==> config.mk <==
export PLATFORM = sky130hd
export DESIGN_NAME = lidar_sector_avoid_controller
export DESIGN_NICKNAME = d
export VERILOG_FILES = /design/src/lsac_pkg.sv /design/src/lidar_sector_avoid_controller.sv
export SDC_FILE = /design/constraint.sdc
export NUM_CORES = 2
export LEC_CHECK = 0
export BUFFER_PORTS_ARGS = -buffer_cell sky130_fd_sc_hd__clkbuf_2
export CORE_UTILIZATION = 38
export DETAILED_ROUTE_END_ITERATION = 8
export GPL_ROUTABILITY_DRIVEN = 1
export PLACE_DENSITY_LB_ADDON = 0.3
export SLEW_MARGIN = 20
export SYNTH_ARGS = -nofsm -noshare
export SYNTH_HDL_FRONTEND = slang
export SYNTH_SLANG_ARGS = --single-unit
==> constraint.sdc <==
create_clock -name clk -period 17.85 [get_ports clk]
set_input_delay 1.785 -clock clk [delete_from_list [all_inputs] [get_ports clk]]
set_output_delay 1.785 -clock clk [all_outputs]
set_load 0.02 [all_outputs]
==> src/lsac_pkg.sv <==
// shared constants for the lidar sector avoid controller
package lsac_pkg;

  localparam int SECTORS = 72;
  localparam int SEC_W   = 7;

  // input word kinds
  localparam logic [1:0] KIND_SAMPLE = 2'd0;
  localparam logic [1:0] KIND_CAMERA = 2'd1;
  localparam logic [1:0] KIND_TICK   = 2'd2;

  // drive modes
  localparam logic [1:0] MODE_GO       = 2'd0;
  localparam logic [1:0] MODE_BLOCKED  = 2'd1;
  localparam logic [1:0] MODE_FINISHED = 2'd2;

  // configuration register indexes
  localparam logic [2:0] CFG_ANGLE_START = 3'd0;
  localparam logic [2:0] CFG_ANGLE_STEP  = 3'd1;
  localparam logic [2:0] CFG_AVOID_DIST  = 3'd2;
  localparam logic [2:0] CFG_MOVE_UNIT   = 3'd3;
  localparam logic [2:0] CFG_OBJECT_SIZE = 3'd4;

  localparam logic signed [25:0] FULL_TURN   = 26'sd92160;
  localparam logic [16:0]        RECIP_FIVE  = 17'd205;
  localparam logic [15:0]        NO_RANGE    = 16'hFFFF;
  localparam logic [15:0]        NO_RETURN_MM = 16'd8000;
  localparam logic [15:0]        TARGET_MIN  = 16'd1000;
  localparam logic [SEC_W-1:0]   MID_FIRST   = 7'd49;
  localparam logic [SEC_W-1:0]   MID_LAST    = 7'd59;
  localparam logic signed [12:0] TURN_SPEED  = 13'sd15;
  localparam logic signed [12:0] CRUISE      = 13'sd50;
  localparam logic signed [4:0]  PARTS_P1    = 5'sd11;

endpackage

==> src/lidar_sector_avoid_controller.sv <==
// lidar sector avoid controller: sector minimum table and drive state machine
//
// usage: present a word on the input ports with start high; it is taken at a
// clock edge where start is high and busy is low. kind 0 is a range sample,
// kind 1 a camera report, kind 2 a control tick, kind 3 is ignored.
// range samples go in order: the accept cycle registers angle_step times
// sample_index, the next forms the sector and reads the table memory, the
// last compares and writes back. a tick walks sectors 49 to 59 through the
// single memory read port, one a cycle, and keeps busy high while it runs;
// its result shows with done in the first cycle busy is low again.
// camera reports and kind 3 finish in the accept cycle and never raise busy.
// only ticks give a result: left_drive, right_drive, mode, middle_blocked are
// valid while done is high for one cycle; the receiver cannot stall it.
// the next word may be accepted in the same cycle as done.
// configuration goes through cfg_we / cfg_addr / cfg_data, one register per
// write; the user must write only while the block is idle; the block does not enforce it.
// reset (rst, synchronous) clears the table to no reading through per-sector
// valid bits, restores register defaults and sets mode go.
module lidar_sector_avoid_controller
  import lsac_pkg::*;
(
  input  logic               clk,
  input  logic               rst,
  input  logic               start,
  output logic               busy,
  input  logic [1:0]         kind,
  input  logic               scan_start,
  input  logic [11:0]        sample_index,
  input  logic [15:0]        range_mm,
  input  logic               no_return,
  input  logic [9:0]         object_center,
  input  logic [15:0]        obj_extent,
  input  logic               cfg_we,
  input  logic [2:0]         cfg_addr,
  input  logic [17:0]        cfg_data,
  output logic               done,
  output logic signed [12:0] left_drive,
  output logic signed [12:0] right_drive,
  output logic [1:0]         mode,
  output logic               middle_blocked
);

  localparam logic [2:0] ST_IDLE  = 3'd0;
  localparam logic [2:0] ST_ADDR  = 3'd1;
  localparam logic [2:0] ST_WR    = 3'd2;
  localparam logic [2:0] ST_SCAN  = 3'd3;
  localparam logic [2:0] ST_FLUSH = 3'd4;
  localparam logic [2:0] ST_EMIT  = 3'd5;

  logic [2:0] state;
  logic [2:0] state_next;

  // configuration
  logic signed [17:0] angle_start;
  logic [11:0]        angle_step;
  logic [15:0]        avoid_distance_mm;
  logic [7:0]         drive_gain;
  logic [13:0]        object_size;

  // control state
  logic [1:0]         mode_reg;
  logic               ignore_obstacles;
  logic [9:0]         camera_center;
  logic [15:0]        cam_extent;
  logic signed [12:0] left_hold;
  logic signed [12:0] right_hold;
  logic               hit;
  logic               rd_pend;
  logic [SEC_W-1:0]   scan_sec;

  // sample path
  logic [23:0]        prod;
  logic [15:0]        dist_q;
  logic [SEC_W-1:0]   wr_sec;
  logic               wr_ok;

  // table memory and per-sector valid bits
  logic [15:0]        mem [SECTORS];
  logic [SECTORS-1:0] sec_valid;
  logic [15:0]        rd_data;
  logic               rd_valid;
  logic [SEC_W-1:0]   rd_addr;
  logic               mem_we;
  logic [15:0]        cur_min;

  logic               accept;
  logic signed [25:0] angle_sum;
  logic signed [25:0] angle_wrap;
  logic               angle_ok;
  logic [16:0]        sec_prod;
  logic [SEC_W-1:0]   sector;

  // tick arithmetic
  logic [15:0]        size_x3;
  logic               ignore_next;
  logic               finish_now;
  logic [3:0]         part;
  logic [12:0]        left_calc;
  logic signed [13:0] right_calc;
  logic [1:0]         mode_next;
  logic signed [12:0] left_next;
  logic signed [12:0] right_next;

  assign accept = start && !busy;
  assign busy   = (state != ST_IDLE);

  assign left_drive  = left_hold;
  assign right_drive = right_hold;
  assign mode        = mode_reg;

  // angle -> sector, angle / 1280 as (angle >> 8) * 205 >> 10
  assign angle_sum  = $signed({{8{angle_start[17]}}, angle_start}) + $signed({2'b00, prod});
  assign angle_wrap = angle_sum[25] ? (angle_sum + FULL_TURN) : angle_sum;
  assign angle_ok   = !angle_wrap[25] && (angle_wrap < FULL_TURN);
  assign sec_prod   = {8'd0, angle_wrap[16:8]} * RECIP_FIVE;
  assign sector     = sec_prod[16:10];

  assign rd_addr = (state == ST_ADDR) ? sector : scan_sec;
  assign cur_min = rd_valid ? rd_data : NO_RANGE;
  assign mem_we  = (state == ST_WR) && wr_ok && (dist_q < cur_min);

  always_ff @(posedge clk) begin
    if (mem_we) begin
      mem[wr_sec] <= dist_q;
    end
    rd_data <= mem[rd_addr];
  end

  always_ff @(posedge clk) begin
    if (rst) begin
      sec_valid <= '0;
      rd_valid  <= 1'b0;
    end else begin
      rd_valid <= sec_valid[rd_addr];
      if (accept && kind == KIND_SAMPLE && scan_start) begin
        sec_valid <= '0;
      end else if (mem_we) begin
        sec_valid[wr_sec] <= 1'b1;
      end
    end
  end

  // tick decision
  assign size_x3     = {2'b00, object_size} * 16'd3;
  assign ignore_next = ignore_obstacles || (cam_extent > {2'b00, object_size});
  assign finish_now  = (mode_reg == MODE_FINISHED) || (cam_extent > size_x3);
  assign part        = camera_center[9:6];
  assign left_calc   = ({1'b0, part} + 5'd1) * {5'd0, drive_gain};
  assign right_calc  = (PARTS_P1 - $signed({1'b0, part})) * $signed({1'b0, drive_gain});

  always_comb begin
    mode_next  = mode_reg;
    left_next  = left_hold;
    right_next = right_hold;
    if (finish_now) begin
      mode_next  = MODE_FINISHED;
      left_next  = '0;
      right_next = '0;
    end else if (mode_reg == MODE_BLOCKED) begin
      if (hit) begin
        left_next  = -TURN_SPEED;
        right_next = TURN_SPEED;
      end else begin
        mode_next = MODE_GO;
      end
    end else if (!ignore_next && hit) begin
      mode_next = MODE_BLOCKED;
    end else if (cam_extent < TARGET_MIN) begin
      left_next  = CRUISE;
      right_next = CRUISE;
    end else begin
      left_next  = $signed(left_calc);
      right_next = right_calc[12:0];
    end
  end

  always_comb begin
    state_next = state;
    unique case (state)
      ST_IDLE: begin
        if (accept && kind == KIND_SAMPLE) begin
          state_next = ST_ADDR;
        end else if (accept && kind == KIND_TICK) begin
          state_next = ST_SCAN;
        end
      end
      ST_ADDR:  state_next = ST_WR;
      ST_WR:    state_next = ST_IDLE;
      ST_SCAN: begin
        if (scan_sec == MID_LAST) begin
          state_next = ST_FLUSH;
        end
      end
      ST_FLUSH: state_next = ST_EMIT;
      ST_EMIT:  state_next = ST_IDLE;
      default:  state_next = ST_IDLE;
    endcase
  end

  always_ff @(posedge clk) begin
    if (rst) begin
      state             <= ST_IDLE;
      angle_start       <= -18'sd46080;
      angle_step        <= 12'd256;
      avoid_distance_mm <= 16'd500;
      drive_gain        <= 8'd5;
      object_size       <= 14'd1000;
      mode_reg          <= MODE_GO;
      ignore_obstacles  <= 1'b0;
      camera_center     <= '0;
      cam_extent        <= '0;
      left_hold         <= '0;
      right_hold        <= '0;
      done              <= 1'b0;
      middle_blocked    <= 1'b0;
      hit               <= 1'b0;
      rd_pend           <= 1'b0;
      scan_sec          <= MID_FIRST;
    end else begin
      state <= state_next;
      done  <= (state == ST_EMIT);

      if (cfg_we) begin
        case (cfg_addr)
          CFG_ANGLE_START: angle_start       <= $signed(cfg_data);
          CFG_ANGLE_STEP:  angle_step        <= cfg_data[11:0];
          CFG_AVOID_DIST:  avoid_distance_mm <= cfg_data[15:0];
          CFG_MOVE_UNIT:   drive_gain        <= cfg_data[7:0];
          CFG_OBJECT_SIZE: object_size       <= cfg_data[13:0];
          default: ;
        endcase
      end

      if (accept && kind == KIND_CAMERA) begin
        camera_center <= object_center;
        cam_extent    <= obj_extent;
      end

      if (accept && kind == KIND_TICK) begin
        scan_sec <= MID_FIRST;
        hit      <= 1'b0;
      end

      rd_pend <= (state == ST_SCAN);
      if (state == ST_SCAN) begin
        scan_sec <= scan_sec + 7'd1;
      end
      // read data is registered, so it lags the address
      if ((state == ST_SCAN || state == ST_FLUSH) && rd_pend &&
          (cur_min < avoid_distance_mm)) begin
        hit <= 1'b1;
      end

      if (state == ST_EMIT) begin
        ignore_obstacles <= ignore_next;
        mode_reg         <= mode_next;
        left_hold        <= left_next;
        right_hold       <= right_next;
        middle_blocked   <= hit;
      end
    end
  end

  // sample path registers
  always_ff @(posedge clk) begin
    if (accept) begin
      prod   <= angle_step * sample_index;
      dist_q <= no_return ? NO_RETURN_MM : range_mm;
    end
    if (state == ST_ADDR) begin
      wr_sec <= sector;
      wr_ok  <= angle_ok;
    end
  end

  a_done_after_emit: assert property (@(posedge clk) disable iff (rst)
    done |-> $past(state) == ST_EMIT)
    else $error("result strobe without a finished tick");

  a_finish_sticky: assert property (@(posedge clk) disable iff (rst)
    $past(mode_reg) == MODE_FINISHED && !$past(rst) |-> mode_reg == MODE_FINISHED)
    else $error("finished mode was left");

  a_write_in_table: assert property (@(posedge clk) disable iff (rst)
    mem_we |-> wr_sec < SEC_W'(SECTORS))
    else $error("table write beyond last sector");

endmodule

==> summary.md <==
| Metric | Value |
|---|---|
| Gr usage total | `19.66%` |
| CTS Buf Count | `145` |
| Post-Syn Instances | `5919` |
| Boundary Pins | `114` |
| Placed instance count | `8137` |
| Clock Skews | `31.25 ps` |
| Final GP Congestion | `0.8192` |
| Layout cell share with drive strength beyond 1 | `8.420%` |
| Least-Margin Pin Slew | `1385 ps` |
| Post-Route WL | `178200 um` |
| Routed vias/inst | `5.393` |
| Placed wire-length estimate | `104000 um` |
| Worst vdd ir | `0.0003666 V` |
| Fin cells | `8398` |
| Per-cell routed wire length | `21.22 um` |
| Outcome | `finished, violations left` |
| Max FFs per register | `1152` |
| Slew headroom | `6.486%` |
| Total Power Consumption | `13.41 mW` |
| Register Area | `40420 um^2` |
| Failing checks | `design-rule violations` |
| Fmax achieved | `0.08593 GHz` |
| Initial Util | `38.26%` |
| Post-synth EDFFs | `1200` |
| Worst Setup EP | `rd_data[2]` |
| Pins Over Slew Limit | `0` |
| Row count | `154` |
| CP max stage delay | `770 ps` |
| Yosys top cell by area | `edfxtp_1` |
| Static leakage | `28.04 nW` |
| Crit-path slowest cell | `o31a_2` |
| Synth unique cells | `79` |
| 1st-iter DRT viols | `4159` |
| Clk root buf | `clkbuf_16` |
| Flops & latches, synth | `1419` |
| Final ANT Viol Nets | `0` |
| Core Area | `176300 um^2` |
| Post-cts sizing count | `0` |
| Top post-synthesis cells by area | `edfxtp_1, nand2_1, dfxtp_1` |
| Die Y | `423.3 um` |
| Setup violators final | `0` |
| Yosys top cell area share | `53.43%` |
| Req. time, crit path | `18480 ps` |
| Most frequent cells in the layout | `nand2_1, edfxtp_1, inv_1` |
| Initial antenna violation count | `5` |
| Die area | `179200 um^2` |
| CP max FO | `139` |
| Max-cap viol count | `0` |
| Post-synth ARST share | `0%` |
| CP Data Arrival Time | `12270 ps` |
| Cts-stage hold buffer count | `0` |
| DRC violations left | `72` |
| Gr ovfl total | `0` |
| Die X | `423.3 um` |
| CP endpoint kind | `register` |
| Worst r2r src | `prod[7]` |
| Cell mode on critical path | `ha_1` |
| YS warnings | `0` |
| CTS tree | `built` |
| RR Endpoint | `rd_data[2]` |
| Flop-to-flop setup slack | `6210 ps` |
| Worst-case reg-to-reg path depth | `34` |
| Seq/Total Area, Yosys | `59.93%` |
| Power Dens Cells | `178.5 nW/um^2` |
| Sink count of the clock tree | `1419` |
| Post-CTS Setup Inserts | `0` |
| Vias in the first global route | `44141` |
| Clock H-tree levels | `4` |
| DR vias | `45293` |
| Critical path origin | `prod[7]` |
| Crit start category | `register` |
| Worst-path clk slew | `60 ps` |
| Synth Cell Area | `67450 um^2` |
| IO Port Bufs | `107` |
| RSZ-0062 raised after global routing | `no` |
| Net count, final | `6433` |
| Fin crit period | `11640 ps` |
| Setup Total Neg Slack | `0 ps` |
| Top reg by flops | `mem` |
| Post-synthesis net count | `6408` |
| Crit Path Class | `reg -> reg` |
| Global-route wire length before repair | `270500 um` |
| Fin. Hold Viols | `0` |
| Dominant synthesized flop cell | `edfxtp_1` |
| Largest net degree at the start of global routing | `176` |
| Fillers | `16364` |
| Hold crit path type | `reg -> reg` |
| Largest registers | `mem (1152), sec_valid (72), prod (24)` |
| Clock tree buffer depth | `3` |
| Synth-to-Final Area Change | `11.41%` |
| Final period util | `65.19%` |
| Area of the multi-input gates | `24620 um^2` |
| Commonest non-fill, non-tap cell in the layout | `nand2_1` |
| Worst-Skew Late Latency | `790 ps` |
| Drt pass-1 iters | `8` |
| Post-Syn Area per Cell | `11.40 um^2` |
## synth_stat cells, types with 14 or more instances
cell	instances
fa_1	152
buf_1	22
a31oi_1	15
o21a_1	24
nand3_1	165
or3_1	14
edfxtp_1	1200
nor2b_1	42
o311ai_0	40
nor3_1	65
nor4_1	22
nand2b_1	38
a311o_1	33
o21bai_1	18
dfxtp_1	219
and2_1	92
o31ai_1	26
nand2_1	1576
ha_1	254
o21ai_1	27
xnor2_1	57
and3_1	242
inv_1	277
a311oi_1	267
a21oi_1	169
xor2_1	26
clkbuf_1	253
nand4_1	16
nand3b_1	32
buf_4	15
a21o_1	35
buf_2	85
o21ai_0	98
nor2_1	156
a22o_1	33
## power breakdown
group | internal (mW) | switching (mW)
Sequential | 3.73 | 0.0466
Combinational | 2.00 | 4.78
Clock | 1.54 | 1.31
Total | 7.28 | 6.14
## layout make-up
class                   instances  share of cell area (%)
clock inverters                71                  0.6794
well taps                    2340                   3.896
inverters                     279                   1.394
multi-input cells            3844                   32.76
flip-flops and latches       1419                   53.79
diodes                          1                0.003330
repair buffers                255                   2.328
clock buffers                 189                   5.147
## through the flow
| step | util [%] | instance area [um^2] | setup slack [ps] | hold WS (ps) |
|---|---|---|---|---|
| 2_1_floorplan | - | 67450 | 9686 | 416.7 |
| 3_3_place_gp | 40.13 | 70750 | 6354 | 429.7 |
| 3_5_place_dp | 40.13 | 70750 | 6274 | 441.5 |
| 4_1_cts | 42.61 | 75130 | 6238 | 454.6 |
| 5_1_grt | 42.62 | 75140 | 5414 | 461.9 |
| 6_report | 42.62 | 75140 | 6213 | 454.0 |
## per-layer routing
| layer | routed length [um] | GRT usage, % | vias to the layer above |
|---|---|---|---|
| met3 | 9963 | 2.464 | 280 |
| met4 | 5810 | 7.232 | 0 |
| met5 | 0 | 0 | - |
| li1 | - | - | 21173 |
| met1 | 76270 | 26.15 | 22494 |
| met2 | 86180 | 32.82 | 1346 |
## critical path: cells and delay by family (launching register included)
kind	cells	cell delay, ps
compound gates	15	5680
simple gates	7	820
flops	1	410
mux	1	460
fa+ha+maj	7	2600
buf+inv	4	1350
## cell families after synthesis
| group | after synthesis | synth area share, % |
|---|---|---|
| XOR/XNOR | 83 | 1.078 |
| adder cells (fa/ha/maj) | 406 | 9.223 |
| AND/OR/NAND/NOR | 2494 | 16.42 |
| flip-flops | 1419 | 59.93 |
| multiplexers | 15 | 0.2486 |
| AO/OA/AOI/OAI | 846 | 9.186 |
| buffers and inverters | 656 | 3.914 |
## worst min-delay path by stage
stage / startpoint / cells after the start / endpoint
final: sec_valid[50] / 2 / sec_valid[50]
after global routing: right_drive[4] / 1 / right_drive[4]
after CTS: sec_valid[21] / 2 / sec_valid[21]
after detailed placement: sec_valid[55] / 2 / sec_valid[55]
after global placement: sec_valid[30] / 2 / sec_valid[30]
after floorplan: sec_valid[30] / 2 / sec_valid[30]
Note: power is estimated with default switching activity, not from simulation.
